$ cat config.mk
export PLATFORM = sky130hd
export DESIGN_NAME = pqns_queue
export DESIGN_NICKNAME = d
export VERILOG_FILES = /design/src/sv/pqns_pkg.sv /design/src/sv/pqns_queue.sv
export SDC_FILE = /design/constraint.sdc
export NUM_CORES = 1
export LEC_CHECK = 0
export BUFFER_PORTS_ARGS = -buffer_cell sky130_fd_sc_hd__buf_2
export CORE_UTILIZATION = 34
export CTS_CLUSTER_SIZE = 12
export DETAILED_ROUTE_END_ITERATION = 7
export PLACE_DENSITY_LB_ADDON = 0.08
export SLEW_MARGIN = 20
export SYNTH_ARGS = -nofsm -noshare
export SYNTH_HDL_FRONTEND = slang
export SYNTH_SLANG_ARGS = --single-unit
$ cat constraint.sdc
create_clock -name clk -period 2.4 [get_ports clk]
set_input_delay 0.48 -clock clk [delete_from_list [all_inputs] [get_ports clk]]
set_output_delay 0.48 -clock clk [all_outputs]
set_load 0.1 [all_outputs]
$ cat src/sv/pqns_pkg.sv
// Shared types and constants for the nearest center search core.
// No dependencies; every file but pqns_ram and the assertion header imports it.
package pqns_pkg;

  localparam int MAX_SUBSPACES_DEF = 8;
  localparam int CODEWORDS_DEF     = 256;
  localparam int MAX_CENTERS_DEF   = 256;
  localparam int DIST_BITS_DEF     = 32;
  localparam int QUEUE_DEPTH       = 2;

  localparam int SUM_BITS        = 36;
  localparam int CFG_INDEX_W     = 2;
  localparam int CFG_DATA_W      = 9;
  localparam int CFG_CENTERS_W   = 9;
  localparam int CFG_SUBSPACES_W = 4;

  localparam logic [SUM_BITS-1:0] SUM_MAX = '1;

  // operation codes of an input item
  localparam logic [1:0] OP_LOAD_DIST   = 2'd0;
  localparam logic [1:0] OP_LOAD_CENTER = 2'd1;
  localparam logic [1:0] OP_QUERY       = 2'd2;

  // configuration register indexes
  localparam logic [CFG_INDEX_W-1:0] CFG_CENTERS_IN_USE   = 2'd0;
  localparam logic [CFG_INDEX_W-1:0] CFG_SUBSPACES_IN_USE = 2'd1;

  typedef enum logic [1:0] {
    CMD_TABLE,
    CMD_CENTER,
    CMD_QUERY,
    CMD_SEARCH
  } cmd_kind_t;

  typedef enum logic [1:0] {
    BK_IDLE,
    BK_ISSUE,
    BK_DRAIN,
    BK_DONE
  } back_state_t;

  typedef struct packed {
    logic [1:0]  op;
    logic [2:0]  subspace;
    logic [7:0]  first_code;
    logic [7:0]  second_code;
    logic [7:0]  center_number;
    logic [31:0] table_distance;
    logic        last_subcode;
  } in_item_t;

  typedef struct packed {
    logic [7:0]          nearest_center;
    logic [SUM_BITS-1:0] nearest_distance;
  } result_t;

  // classified command passed from front to back
  typedef struct packed {
    cmd_kind_t   kind;
    logic [2:0]  subspace;
    logic [7:0]  code_row;
    logic [7:0]  code_col;
    logic [7:0]  center;
    logic [31:0] distance;
  } qentry_t;

endpackage

$ cat src/sv/pqns_queue.sv
// Short command queue between front and back end.
// Depends on pqns_pkg.
module pqns_queue #(
  parameter int DEPTH = pqns_pkg::QUEUE_DEPTH
) (
  input  logic              clk,
  input  logic              rst,
  input  logic              wr_valid,
  output logic              wr_ready,
  input  pqns_pkg::qentry_t wr_entry,
  output logic              rd_valid,
  input  logic              rd_ready,
  output pqns_pkg::qentry_t rd_entry
);
  import pqns_pkg::*;

  localparam int PW = DEPTH > 1 ? $clog2(DEPTH) : 1;
  localparam int CW = $clog2(DEPTH + 1);

  qentry_t       slots [DEPTH];
  logic [PW-1:0] wr_ptr, rd_ptr;
  logic [CW-1:0] count;
  logic          push, pop;

  assign wr_ready = count != CW'(DEPTH);
  assign rd_valid = count != '0;
  assign push     = wr_valid && wr_ready;
  assign pop      = rd_valid && rd_ready;
  assign rd_entry = slots[rd_ptr];

  always_ff @(posedge clk) begin
    if (rst) begin
      wr_ptr <= '0;
      rd_ptr <= '0;
      count  <= '0;
    end else begin
      if (push) begin
        wr_ptr <= (wr_ptr == PW'(DEPTH - 1)) ? '0 : wr_ptr + 1'b1;
      end
      if (pop) begin
        rd_ptr <= (rd_ptr == PW'(DEPTH - 1)) ? '0 : rd_ptr + 1'b1;
      end
      case ({push, pop})
        2'b10:   count <= count + 1'b1;
        2'b01:   count <= count - 1'b1;
        default: count <= count;
      endcase
    end
  end

  always_ff @(posedge clk) begin
    if (push) begin
      slots[wr_ptr] <= wr_entry;
    end
  end

endmodule

==> results.toml <==
[outcome]
run_status = "finished, final reports clean"

[floorplanning]
die-width_um = 118
initial_utilization = 0.348
die-height_um = 118
core_region_area_um2 = 13200
die-area_um2 = 14000
placement_rows = 42
design.portCount = 128

[logic_synthesis]
synth-xor-area-share = 0.00570
synth_simple_gate_area_share = 0.0103
post_synth_mux_area_share = 0.149
post_synth_fa_ha_maj_area_fraction = 0.00272
synth_cell_type_count = 19
total_of_flip_flops_plus_latches_after_synthesis = 127
dominant_combinational_cell_family_by_area_after_synthesis = "multiplexers"
synth-seq-area-share = 0.817
syn_area_per_cell_um2 = 21.5
yosysWarningCount = 0
synth_compound_gate_area_share = 0.00706
synthesis.instances = 214
synth_nets = 280
syn-cell-area_um2 = 4610

[clocking]
post_cts_repair_setup_buffers = 0
post_cts_resize_count = 0
cts_made_buffers = 17
cts-htree-levels = 4
clockRootBuffer = "clkbuf_16"
clk-insertion-delay-late_ns = 0.41
clock_tree_from_tritoncts = "done"
cts.clk_slew.worst_paths_ns = 0.05
clock_path_buffers = 2
cts.sink_count = 127
cts_hold_buf = 0

[worst_setup_path]
timing.rr.start = "count[0]"
cp_slowest_stage_delay_ns = 0.39
cp_max_fanout = 29
critPathLaunchType = "flop"
timing.reg2reg.setup_slack_ns = 0.76
worstRegToRegCells = 4
cp.arrival_ns = 1.79
critical_path_class = "flop to output port"
crit_path_end_kind = "output port"
timing.critical_path.cells = "buf_4 > mux2_2 > buf_2"
timing.critical_path.slowest_stage_cell = "mux2_2"
crit-reg2reg-capture = "slots[0][29]"
path_delay_family = "buffers and inverters"
worst_ep_required_time_ns = 1.92
cp.buffers_inverters = 2

[timing]
timing.fmax_mhz = 441
final_hold_viol_count = 0
slew_headroom = 0.656
slew_viol_final = 0
fin_hold_ws_ns = 0.259
post-route-period-util = 0.945
timing.clock.skew_ns = 0.00552
tns_ns = 0
unrepaired_setup_endpoints_after_global_routing = "no"
period_minus_slack_ns = 2.27
measured_slew_at_the_worst_slew_check_pin_ns = 0.520
setup_viol = 0

[global_routing]
maximum_number_of_pins_on_one_net_before_global_route_repair = 34
grt-ovfl-total = 0
grt_first_pass_wirelength_um = 13300
first_global_vias = 2583
antenna_found_initial = 0
grt.total_usage = 0.132

[cells_and_area]
layout_cell_share_with_drive_strength_beyond_1 = 0.611
nNetsFinal = 426
layout-area-overhead-vs-synth_pct = 44.4
antennaDiodeCount = 0
post_layout_nonfiller_instances = 549

[worst_hold_path]
min-delay-start = "wr_entry[37]"
timing.hold.worst_endpoint = "slots[1][37]"
hp-class = "input port to flop"
hold-path-cell-count = 1

[job]
max_cap_viol_count = 0

[drt]
drcViolationCount = 0
avgRoutedWirePerCell_um = 15.5
drt_first_iter_violations = 96
drt_wl_total_um = 8480
detail_route.first_pass.iterations = 4
dr_total_vias = 2419
via_per_inst = 4.41
detail-route-antenna-nets = 0

[placement]
place.port_buffers = 127
placed_instances = 517
detailedPlacementHpwl_um = 5460
gp_congestion = 0.687
[flip-flops by register name (all words and copies together) (netlist names), named ones only]
| name | count |
|---|---|
| wr_ptr | 1 |
| rd_ptr | 1 |
| slots | 122 |
| count | 2 |
[metal layers]
layer | part of all wire | routed length [um] | global-route usage | vias up
li1 | - | - | - | 1137
met1 | 0.44 | 3720 | 0.154 | 1179
met2 | 0.46 | 3890 | 0.197 | 91
met3 | 0.083 | 701 | 0.0656 | 12
met4 | 0.020 | 169 | 0.0759 | 0
met5 | 0 | 0 | 0 | -
[cells in the final DEF (no fill, tap or decap), drive strengths merged, types with 2 or more instances in the layout]
cell / netlist / routed
buf: 7 / 134
edfxtp: 122 / 122
mux2: 61 / 61
clkbuf: 0 / 19
bufinv: 0 / 6
clkinv: 0 / 6
dfxtp: 5 / 5
nor2: 3 / 3
clkinvlp: 0 / 2
xnor2: 2 / 2
a21oi: 2 / 2
[metrics by stage]
stage               utilization  worst slack [ns]  area (um^2)
detailed placement        0.453             0.529         6000
floorplan                     -             0.246         4620
finish                    0.502             0.133         6650
global placement          0.453             0.542         6000
CTS                       0.502            0.0767         6650
global route              0.502            0.0502         6650
[how the worst max path moves through the flow]
stage	start	endpoint	slack, ns	cells past startpoint
6_report	flop	rd_entry[29]	0.13	3
5_1_grt	flop	rd_entry[16]	0.05	3
4_1_cts	flop	rd_entry[1]	0.08	3
3_5_place_dp	flop	rd_entry[1]	0.53	3
3_3_place_gp	flop	rd_entry[1]	0.54	3
2_1_floorplan	count[0]	slots[0][0]	0.25	3
[Yosys cell counts (all sizes together)]
| library cell | n | area, um^2 |
|---|---|---|
| or3 | 1 | 6.26 |
| ha | 1 | 12.5 |
| xor2 | 1 | 8.76 |
| nand3b | 1 | 7.51 |
| xnor2 | 2 | 17.5 |
| nand2 | 1 | 3.75 |
| o21a | 1 | 7.51 |
| a21bo | 1 | 10.0 |
| o21ai | 1 | 5.00 |
| nor2 | 3 | 11.3 |
| edfxtp | 122 | 3660 |
| and3 | 1 | 6.26 |
| dfxtp | 5 | 100 |
| buf | 7 | 35.0 |
| or2 | 1 | 6.26 |
| inv | 1 | 3.75 |
| mux2 | 61 | 687 |
| nand2b | 1 | 6.26 |
| a21oi | 2 | 10.0 |
[cells by family after synthesis]
kind of cell,Yosys count
DFF,127
muxes,61
and+or+nand+nor,9
buffers and inverters,8
AOI/OAI and AO/OA,5
xor gates and xnor gates,3
adders and majority gates,1
[cell type report]
class | count | area, um^2
well taps | 176 | 220
inverters | 1 | 7.51
clock buffers | 19 | 433
clock inverters | 13 | 218
fillers | 1146 | 6590
flip-flops and latches | 127 | 3760
repair buffers | 134 | 1200
multi-input cells | 79 | 815
Power is not shown: default switching activity piles up to over one toggle a cycle in this logic, so the estimate is an artifact.
