`src/sv/pqns_pkg.sv`:
```
// Shared types and constants for the nearest center search core.
// No dependencies; every file but pqns_ram and the assertion header imports it.
package pqns_pkg;

  localparam int MAX_SUBSPACES_DEF = 8;
  localparam int CODEWORDS_DEF     = 256;
  localparam int MAX_CENTERS_DEF   = 256;
  localparam int DIST_BITS_DEF     = 32;
  localparam int QUEUE_DEPTH       = 2;

  localparam int SUM_BITS        = 36;
  localparam int CFG_INDEX_W     = 2;
  localparam int CFG_DATA_W      = 9;
  localparam int CFG_CENTERS_W   = 9;
  localparam int CFG_SUBSPACES_W = 4;

  localparam logic [SUM_BITS-1:0] SUM_MAX = '1;

  // operation codes of an input item
  localparam logic [1:0] OP_LOAD_DIST   = 2'd0;
  localparam logic [1:0] OP_LOAD_CENTER = 2'd1;
  localparam logic [1:0] OP_QUERY       = 2'd2;

  // configuration register indexes
  localparam logic [CFG_INDEX_W-1:0] CFG_CENTERS_IN_USE   = 2'd0;
  localparam logic [CFG_INDEX_W-1:0] CFG_SUBSPACES_IN_USE = 2'd1;

  typedef enum logic [1:0] {
    CMD_TABLE,
    CMD_CENTER,
    CMD_QUERY,
    CMD_SEARCH
  } cmd_kind_t;

  typedef enum logic [1:0] {
    BK_IDLE,
    BK_ISSUE,
    BK_DRAIN,
    BK_DONE
  } back_state_t;

  typedef struct packed {
    logic [1:0]  op;
    logic [2:0]  subspace;
    logic [7:0]  first_code;
    logic [7:0]  second_code;
    logic [7:0]  center_number;
    logic [31:0] table_distance;
    logic        last_subcode;
  } in_item_t;

  typedef struct packed {
    logic [7:0]          nearest_center;
    logic [SUM_BITS-1:0] nearest_distance;
  } result_t;

  // classified command passed from front to back
  typedef struct packed {
    cmd_kind_t   kind;
    logic [2:0]  subspace;
    logic [7:0]  code_row;
    logic [7:0]  code_col;
    logic [7:0]  center;
    logic [31:0] distance;
  } qentry_t;

endpackage

```
`src/sv/pqns_front.sv`:
```
// Front end: accepts input items, drops unusable ones, saturates codes
// and registers a classified command. Depends on pqns_pkg.
module pqns_front #(
  parameter int MAX_SUBSPACES = pqns_pkg::MAX_SUBSPACES_DEF,
  parameter int CODEWORDS     = pqns_pkg::CODEWORDS_DEF,
  parameter int MAX_CENTERS   = pqns_pkg::MAX_CENTERS_DEF
) (
  input  logic               clk,
  input  logic               rst,
  input  logic               item_valid,
  output logic               item_ready,
  input  pqns_pkg::in_item_t item,
  output logic               fq_valid,
  input  logic               fq_ready,
  output pqns_pkg::qentry_t  fq_entry
);
  import pqns_pkg::*;

  logic    sub_ok, row_ok, col_ok, ctr_ok, keep;
  qentry_t entry_next;

  always_comb begin
    sub_ok = 32'(item.subspace) < MAX_SUBSPACES;
    row_ok = 32'(item.first_code) < CODEWORDS;
    col_ok = 32'(item.second_code) < CODEWORDS;
    ctr_ok = 32'(item.center_number) < MAX_CENTERS;

    entry_next.subspace = item.subspace;
    entry_next.code_row = row_ok ? item.first_code : 8'(CODEWORDS - 1);
    entry_next.code_col = col_ok ? item.second_code : 8'(CODEWORDS - 1);
    entry_next.center   = item.center_number;
    entry_next.distance = item.table_distance;
    entry_next.kind     = CMD_QUERY;
    keep                = 1'b0;

    case (item.op)
      OP_LOAD_DIST: begin
        entry_next.kind = CMD_TABLE;
        keep            = sub_ok && row_ok && col_ok;
      end
      OP_LOAD_CENTER: begin
        entry_next.kind = CMD_CENTER;
        keep            = sub_ok && ctr_ok;
      end
      OP_QUERY: begin
        entry_next.kind = item.last_subcode ? CMD_SEARCH : CMD_QUERY;
        keep            = sub_ok;
      end
      default: begin
        keep = 1'b0;
      end
    endcase
  end

  assign item_ready = !fq_valid || fq_ready;

  always_ff @(posedge clk) begin
    if (rst) begin
      fq_valid <= 1'b0;
    end else if (item_ready) begin
      fq_valid <= item_valid && keep;
    end
  end

  always_ff @(posedge clk) begin
    if (item_ready) begin
      fq_entry <= entry_next;
    end
  end

endmodule

```
`config.mk`:
```
export PLATFORM = sky130hd
export DESIGN_NAME = pqns_front
export DESIGN_NICKNAME = d
export VERILOG_FILES = /design/src/sv/pqns_pkg.sv /design/src/sv/pqns_front.sv
export SDC_FILE = /design/constraint.sdc
export NUM_CORES = 1
export LEC_CHECK = 0
export ABC_AREA = 1
export BUFFER_PORTS_ARGS = -buffer_cell sky130_fd_sc_hd__buf_2
export CAP_MARGIN = 30
export CORE_UTILIZATION = 42
export CTS_BUF_LIST = sky130_fd_sc_hd__clkbuf_8
export CTS_CLUSTER_SIZE = 20
export DETAILED_ROUTE_END_ITERATION = 7
export GPL_ROUTABILITY_DRIVEN = 0
export PLACE_DENSITY = 0.83
export REMOVE_ABC_BUFFERS = 1
export SYNTH_ARGS = -nofsm -noshare
export SYNTH_HDL_FRONTEND = slang
export SYNTH_SLANG_ARGS = --single-unit
export TNS_END_PERCENT = 10
```
`constraint.sdc`:
```
create_clock -name clk -period 2.4 [get_ports clk]
set_input_delay 0 -clock clk [delete_from_list [all_inputs] [get_ports clk]]
set_output_delay 0 -clock clk [all_outputs]
set_load 0.01 [all_outputs]
```
==> results of run 1 <==
-- cell usage after synthesis (all sizes together) --
| master | number |
|---|---|
| edfxtp | 61 |
| nand2 | 3 |
| a21oi | 2 |
| clkbuf | 1 |
| clkinv | 1 |
| dfxtp | 1 |
| inv | 1 |
| nor2 | 1 |
-- power groups by stage --
stage	Sequential, mW	Combinational (mW)	Clock [mW]
after detailed placement	1.31	0.193	0
after global placement	1.31	0.188	0
after global routing	1.30	0.302	1.02
after floorplan	1.36	0.0170	0
final	1.30	0.287	0.957
after CTS	1.29	0.271	0.956
-- critical path: stages (launching register included) --
cell and delay [ns]:
dfxtp_1 0.36, nand2_2 0.42, buf_12 0.36, a21oi_2 0.17, dlygate4sd3_1 0.56
-- stage by stage --
stage | instance area [µm²] | hold slack [ns] | instances
finish | 3440 | 0.104 | 328
global route | 3440 | 0.104 | 328
CTS | 3440 | 0.0129 | 328
detailed placement | 2620 | 0.178 | 251
global placement | 2620 | 0.176 | 251
floorplan | 1890 | 0.0624 | 70
-- registers in the layout, indices dropped and copies added, names as in the netlist --
name and flops:
fq_valid 1, fq_entry 61
-- worst max-delay path by stage --
stage                               start                      to  slack, ns
floorplan           fq_valid$_SDFFE_PP0P_   fq_entry[0]$_DFFE_PP_       0.23
global placement    fq_valid$_SDFFE_PP0P_  fq_entry[48]$_DFFE_PP_       0.99
detailed placement  fq_valid$_SDFFE_PP0P_  fq_entry[19]$_DFFE_PP_       0.95
CTS                 fq_valid$_SDFFE_PP0P_   fq_valid$_SDFFE_PP0P_       0.53
global route        fq_valid$_SDFFE_PP0P_   fq_valid$_SDFFE_PP0P_       0.38
finish              fq_valid$_SDFFE_PP0P_   fq_valid$_SDFFE_PP0P_       0.44
-- layout by cell type (no fill, tap or decap), drive strengths merged, types with 2 or more instances in the layout --
cell type    synthesis  final
clkbuf               1      9
clkinv               1      5
dlygate4sd3          0     62
a21oi                2      2
buf                  0    129
nand2                3      3
edfxtp              61     61
bufinv               0      2
-- final cells by class --
cell class / count / area, µm²
Clock buffer: 9 / 124
Clock inverter: 6 / 77.6
Fill cell: 213 / 911
Inverter: 2 / 7.51
Multi-Input combinational cell: 6 / 36.3
Sequential cell: 62 / 1850
Tap cell: 52 / 65.1
Timing Repair Buffer: 191 / 1280
-- routing by layer --
metal  GRT usage  vias to the layer above
met5           0                        -
met4       0.111                        0
met3      0.0988                       12
met2       0.466                       98
met1       0.305                      736
li1            -                      677
-- cell families after synthesis --
| group | count (synthesis) |
|---|---|
| and+or+nand+nor | 4 |
| buffers and inverters | 3 |
| DFF | 62 |
| AOI/OAI and AO/OA | 2 |
==> results.yml, run 1 <==
placement:
  dp_slack_ns: 0.948
  hpwl_mm: 2.86
  port_buffers: 128
pwr:
  vdd_ir_drop_max_v: 0.000551
  intPower_mw: 2.00
  power_switching_share: 0.214
  seq_power_share: 0.510
  p_per_area_nw_per_um2: 738
  pwr-share-comb: 0.113
  power_mw: 2.54
  clkPwrFrac: 0.377
  p_switching_mw: 0.543
  leakage_nw: 1.54
finish:
  nNetsFinal: 338
  fin_util: 0.791
  layout-drive-gt1-share: 0.529
  syn2layout_area_growth_pct: 81.5
  n_antenna_cell: 0
grt:
  grt_pass1_vias: 1658
  antenna_found_initial: 0
  grt_max_degree: 36
  grt_pass1_wl_mm: 9.07
  overflow: 0
  grt_usage: 0.271
min_path:
  hold_class: "in -> reg"
  whs_endpoint: "fq_entry[59]$_DFFE_PP_"
  hold_path.startpoint: "item[60]"
  min_path_cells: 3
clock_tree:
  post_cts_buffers: 0
  clock_sinks: 62
  clk_latency_ns: 0.32
  h-tree-depth: 3
  cts_resized: 0
  cts-buffers-inserted: 9
  clockBufferDepth: 2
  clkTransAtPathRegs_ns: 0.07
  cts_root_buf: "clkbuf_8"
  tritoncts: "done"
  ctsHoldBuffers: 62
floorplan:
  rows: 24
  fp.dieH_um: 69.2
  core_area_um2: 4350
  start_util: 0.436
  die_w_um: 69.2
  die-area_um2: 4790
  ios: 129
route:
  routedWlPerCell_um: 19.0
  route.detailed.drc: 0
  first_iter_violations: 88
  ant_nets: 0
  met3_length_um: 550
  dr_wl_met2_mm: 3.27
  wl_met1_mm: 2.28
  vias: 1523
  routed_wl_mm: 6.22
  drt_first_pass_iters: 4
  viasPerCell: 4.64
  top_layer: "met4"
worst_setup_path:
  rr_worst_depth: 4
  r2r_slack_ns: 0.44
  worstSetupStartpointType: "register"
  end_kind: "register"
  timing.rr.start: "fq_valid$_SDFFE_PP0P_"
  worstPathRequired_ns: 2.66
  rr_endpoint: "fq_valid$_SDFFE_PP0P_"
  crit_type: "reg -> reg"
  path_max_fanout: 35
  worstPathArrival_ns: 2.23
timing:
  worst_slew_pin_slew_ns: 0.706
  slew_headroom: 0.528
  setup_viol: 0
  maxSlewViolCount: 0
  fin_tns_setup_ns: 0
  setup_slack_ns: 0.437
  finalClockSkew_ns: 0.00368
  finalCritPeriodShare: 0.818
  hold_viol_final: 0
  rsz0062_at_grt: "false"
  layout_min_cycle_time_ns: 1.96
  fmax_mhz: 509
yosys:
  yosysUniqueCellTypes: 10
  yosysWarnings: 0
  synth_mux_area_frac: 0
  synth-seq-cells: 62
  synthTopCellsByArea: "edfxtp_1, dfxtp_1, nand2_2, a21oi_2, a21oi_1"
  synth_compound_area_frac: 0.00726
  synth_top_family_by_area: "simple AND/OR/NAND/NOR gates"
  synthCells: 71
  yosysTopAreaCellShare: 0.966
  synthSimpleGateAreaFrac: 0.0106
  netlist_area_um2: 1900
  synthAdderAreaFrac: 0
  avgSynthCellArea_um2: 26.7
  synth-seq-area-share: 0.976
  synth_xor_area_frac: 0
  yosys.area.top_type: "edfxtp_1"
status:
  status: "finished clean"
flow_run:
  maxCapViolCount: 0
Note: power is estimated with default switching activity, not from simulation.
==> run 2: changes to the inputs <==
CORE_UTILIZATION = 38   (was 42)
PLACE_DENSITY = 0.79   (was 0.83)
clock period = 1.7 ns   (was 2.4 ns; I/O delays follow)
==> results.yml, run 2 (synthesized netlist as in run 1, its figures left out) <==
status:
  status: "finished clean"
worst_setup_path:
  end_kind: "register"
  critPathMaxStageDelay_ns: 0.57
  cp_slowest_cell: "dlygate4sd3_1"
  crit_type: "reg -> reg"
  worstSetupStartpointType: "register"
  worstPathRequired_ns: 1.91
  crit_chain: "nand2_2 > buf_4 > a21oi_2 > dlygate4sd3_1"
  worst-path-buf-inv: 2
  timing.rr.start: "fq_valid$_SDFFE_PP0P_"
  startpoint: "fq_valid$_SDFFE_PP0P_"
  path_max_fanout: 23
  worstPathArrival_ns: 1.74
  crit_family: "buffers and inverters"
finish:
  final.fill_count: 313
  top_register: "fq_entry"
  layout-drive-gt1-share: 0.532
  final_common_cell: "buf_2"
  syn2layout_area_growth_pct: 81.9
  fin_util: 0.726
  final_cell_mix: "buf_2, dlygate4sd3_1, edfxtp_1"
  largest_registers: "fq_entry (61), fq_valid (1)"
  largest_reg_flops: 61
  final_area_um2: 3450
  n_antenna_cell: 0
  nNetsFinal: 339
timing:
  rsz0062_at_grt: "false"
  maxSlewViolCount: 0
  setup_viol: 0
  worst_slew_pin_slew_ns: 0.292
  setup_slack_ns: 0.170
  hold_viol_final: 0
  fmax_mhz: 653
  layout_min_cycle_time_ns: 1.53
  finalCritPeriodShare: 0.900
  slew_headroom: 0.805
  finalClockSkew_ns: 0.00678
min_path:
  hold_class: "in -> reg"
  hold_path.startpoint: "item[0]"
route:
  route.detailed.drc: 0
  routed_wl_mm: 5.24
  first_iter_violations: 54
  routedWlPerCell_um: 15.2
  viasPerCell: 4.29
  drt_first_pass_iters: 4
  vias: 1479
  ant_nets: 0
grt:
  grt_pass1_vias: 1668
  grt_usage: 0.209
  grt_max_degree: 41
  antenna_found_initial: 0
  overflow: 0
  grt_pass1_wl_mm: 7.59
clock_tree:
  tritoncts: "done"
  cts-buffers-inserted: 9
  h-tree-depth: 3
  post_cts_buffers: 0
  clkTransAtPathRegs_ns: 0.07
  clock_sinks: 62
  clockBufferDepth: 2
  ctsHoldBuffers: 62
  cts_root_buf: "clkbuf_8"
  cts_resized: 0
  clk_latency_ns: 0.32
floorplan:
  fp.dieH_um: 72.7
  die-area_um2: 5280
  rows: 25
  core_area_um2: 4750
  ios: 129
  die_w_um: 72.7
  start_util: 0.399
placement:
  hpwl_mm: 2.78
  port_buffers: 128
  dpl_cell_area_um2: 2650
  dp_slack_ns: 0.648
flow_run:
  maxCapViolCount: 0
pwr:
  leakage_nw: 1.55
  vdd_ir_drop_max_v: 0.000651
  p_per_area_nw_per_um2: 987
==> run 2: cell type report <==
| type | instances | area [µm²] | area share |
|---|---|---|---|
| inverters | 2 | 7.51 | 0.00218 |
| repair buffers | 192 | 1290 | 0.374 |
| flip-flops and latches | 62 | 1850 | 0.537 |
| multi-input cells | 6 | 36.3 | 0.0105 |
| clock inverters | 7 | 57.6 | 0.0167 |
| well taps | 67 | 83.8 | 0.0243 |
| clock buffers | 9 | 124 | 0.0359 |
==> run 2: stage by stage <==
step | hold slack (ns) | instances | power, mW | setup TNS [ns]
global placement | 0.161 | 267 | 2.11 | 0
global route | 0.0870 | 345 | 3.52 | 0
detailed placement | 0.178 | 267 | 2.13 | 0
finish | 0.0662 | 345 | 3.41 | 0
CTS | 0.00879 | 345 | 3.40 | 0
floorplan | 0.0624 | 70 | 1.94 | -28.86
==> run 2: power breakdown <==
group	internal (mW)	leakage (nW)	switching, mW	total (mW)
Sequential	1.80	0.644	0.0296	1.83
Combinational	0.220	0.800	0.173	0.394
Clock	0.655	0.105	0.530	1.19
Total	2.67	1.55	0.733	3.41
==> run 2: worst min-delay path, stage by stage <==
cell and delay (ns):
buf_2 0.08, a21oi_1 0.06, nor2_1 0.13
==> run 2: layer usage <==
metal	share of wire	GRT usage	vias to the layer above
met3	0.090	0.0843	20
li1	-	-	682
met5	0	0	-
met1	0.36	0.214	678
met2	0.51	0.346	99
met4	0.040	0.150	0
==> run 2: path summary, 6_finish.rpt <==
| path | endpoint | slack (ns) | cells after the start |
|---|---|---|---|
| max | fq_valid$_SDFFE_PP0P_ | 0.17 | 4 |
| min | fq_entry[59]$_DFFE_PP_ | 0.07 | 3 |
| max reg2reg | fq_valid$_SDFFE_PP0P_ | 0.17 | 4 |
| min reg2reg | fq_entry[0]$_DFFE_PP_ | 0.84 | 2 |
==> run 3: changes to the inputs <==
ABC_AREA = not set   (was 1)
GPL_ROUTABILITY_DRIVEN = not set   (was 0)
==> results.yml, run 3 <==
timing:
  layout_min_cycle_time_ns: 1.61
  setup_viol: 0
  finalCritPeriodShare: 0.948
  fmax_mhz: 621
  finalClockSkew_ns: 0.00737
  worst_slew_pin_slew_ns: 0.474
  slew_headroom: 0.684
  maxSlewViolCount: 0
  hold_viol_final: 0
  rsz0062_at_grt: "false"
grt:
  grt_max_degree: 41
  grt_pass1_vias: 1454
  grt_usage: 0.182
  grt_pass1_wl_mm: 6.69
  overflow: 0
  antenna_found_initial: 0
clock_tree:
  cts_root_buf: "clkbuf_8"
  clockBufferDepth: 2
  clock_sinks: 62
  ctsHoldBuffers: 62
  cts_resized: 0
  cts-buffers-inserted: 9
  clk_latency_ns: 0.32
  post_cts_buffers: 0
  tritoncts: "done"
  clkTransAtPathRegs_ns: 0.07
  h-tree-depth: 3
finish:
  top_register: "fq_entry"
  final_cell_mix: "buf_2, dlygate4sd3_1, edfxtp_1"
  n_antenna_cell: 0
  layout-drive-gt1-share: 0.524
  syn2layout_area_growth_pct: 82.5
  largest_reg_flops: 61
  final_common_cell: "buf_2"
  nNetsFinal: 336
  final_cells: 342
  largest_registers: "fq_entry (61), fq_valid (1)"
min_path:
  min_path_cells: 2
  hold_class: "in -> reg"
  hold_path.startpoint: "item[60]"
  whs_endpoint: "fq_entry[59]$_DFFE_PP_"
status:
  status: "finished clean"
route:
  drt_first_pass_iters: 4
  vias: 1422
  viasPerCell: 4.16
  routed_wl_mm: 4.64
  first_iter_violations: 49
  routedWlPerCell_um: 13.6
  route.detailed.drc: 0
  ant_nets: 0
yosys:
  synth-seq-cells: 62
  yosysWarnings: 0
  yosysUniqueCellTypes: 8
  synth_edf_count: 61
  netlist_area_um2: 1890
  avgSynthCellArea_um2: 27.9
  synth_ff_type: "edfxtp_1"
  async_flop_share: 0
  synthCells: 68
  synthTopCellsByArea: "edfxtp_1, dfxtp_1, a21bo_1, mux2i_1, a21oi_2"
  yosysMostFrequentCell: "edfxtp_1"
  yosysTopAreaCellShare: 0.967
  yosys.area.top_type: "edfxtp_1"
  synth-seq-area-share: 0.978
floorplan:
  start_util: 0.398
  rows: 25
  fp.dieH_um: 72.6
  die_w_um: 72.6
  die-area_um2: 5270
  ios: 129
  core_area_um2: 4750
placement:
  port_buffers: 128
  dpl.cell_count: 264
  place_congestion: 0.680
worst_setup_path:
  worstPathRequired_ns: 1.91
  end_kind: "register"
  worstPathArrival_ns: 1.82
  r2r_slack_ns: 0.09
  timing.rr.start: "fq_valid$_SDFFE_PP0P_"
  rr_endpoint: "fq_valid$_SDFFE_PP0P_"
  startpoint: "fq_valid$_SDFFE_PP0P_"
  crit_type: "reg -> reg"
  path_max_fanout: 40
  rr_worst_depth: 4
  worstSetupStartpointType: "register"
pwr:
  power_mw: 3.53
  p_per_area_nw_per_um2: 1020
  leakage_nw: 1.54
  vdd_ir_drop_max_v: 0.000637
flow_run:
  maxCapViolCount: 0
==> run 3: worst max path at each step <==
stage | endpoint | slack (ns)
after floorplan | fq_entry[0]$_DFFE_PP_ | -0.57
after global placement | fq_entry[20]$_DFFE_PP_ | 0.54
after detailed placement | fq_entry[58]$_DFFE_PP_ | 0.51
final | fq_valid$_SDFFE_PP0P_ | 0.09
after CTS | fq_valid$_SDFFE_PP0P_ | 0.10
after global routing | fq_valid$_SDFFE_PP0P_ | 0.003
==> run 3: cell type report <==
class,count,area [µm²]
clock buffer,9,124
clock inverter,7,80.1
fill,321,1300
multi-input combinational,5,41.3
sequential,62,1850
tap,67,83.8
timing repair buffer,192,1280
==> run 3: routing by layer <==
layer  track usage  vias to the layer above  part of all wire
li1              -                      675                 -
met1         0.184                      653              0.35
met2         0.327                       88              0.55
met3        0.0649                        6             0.088
met4        0.0980                        0             0.013
met5             0                        -                 0
==> run 3: power breakdown <==
part / total (mW) / internal, mW / switching [mW] / leakage [nW]
Combinational: 0.381 / 0.218 / 0.163 / 0.792
Sequential: 1.82 / 1.80 / 0.0254 / 0.644
Clock: 1.32 / 0.803 / 0.521 / 0.107
Total: 3.53 / 2.82 / 0.709 / 1.54
==> run 3: logic make-up after synthesis <==
kind of cell           Yosys count  synth area share
multiplexers                     1           0.00528
flip-flops                      62             0.978
buffers and inverters            1           0.00198
AND/OR/NAND/NOR                  2           0.00528
AO/OA/AOI/OAI                    2           0.00991
==> run 3: critical path, stage by stage, from the launching register on <==
cell and delay, ns:
dfxtp_1 0.33, nand2b_2 0.09, buf_4 0.42, a21oi_2 0.09, dlygate4sd3_1 0.57
==> run 3: per-stage QoR <==
step / hold slack, ns / cell area [µm²] / setup slack [ns] / utilization / setup TNS [ns]
3_3_place_gp: 0.167 / 2630 / 0.537 / 0.554 / 0
2_1_floorplan: 0.0624 / 1890 / -0.574 / - / -35.52
6_report: 0.0187 / 3460 / 0.0892 / 0.727 / 0
3_5_place_dp: 0.170 / 2630 / 0.511 / 0.554 / 0
5_1_grt: 0.0212 / 3460 / 0.00299 / 0.727 / 0
4_1_cts: 0.00208 / 3460 / 0.103 / 0.727 / 0
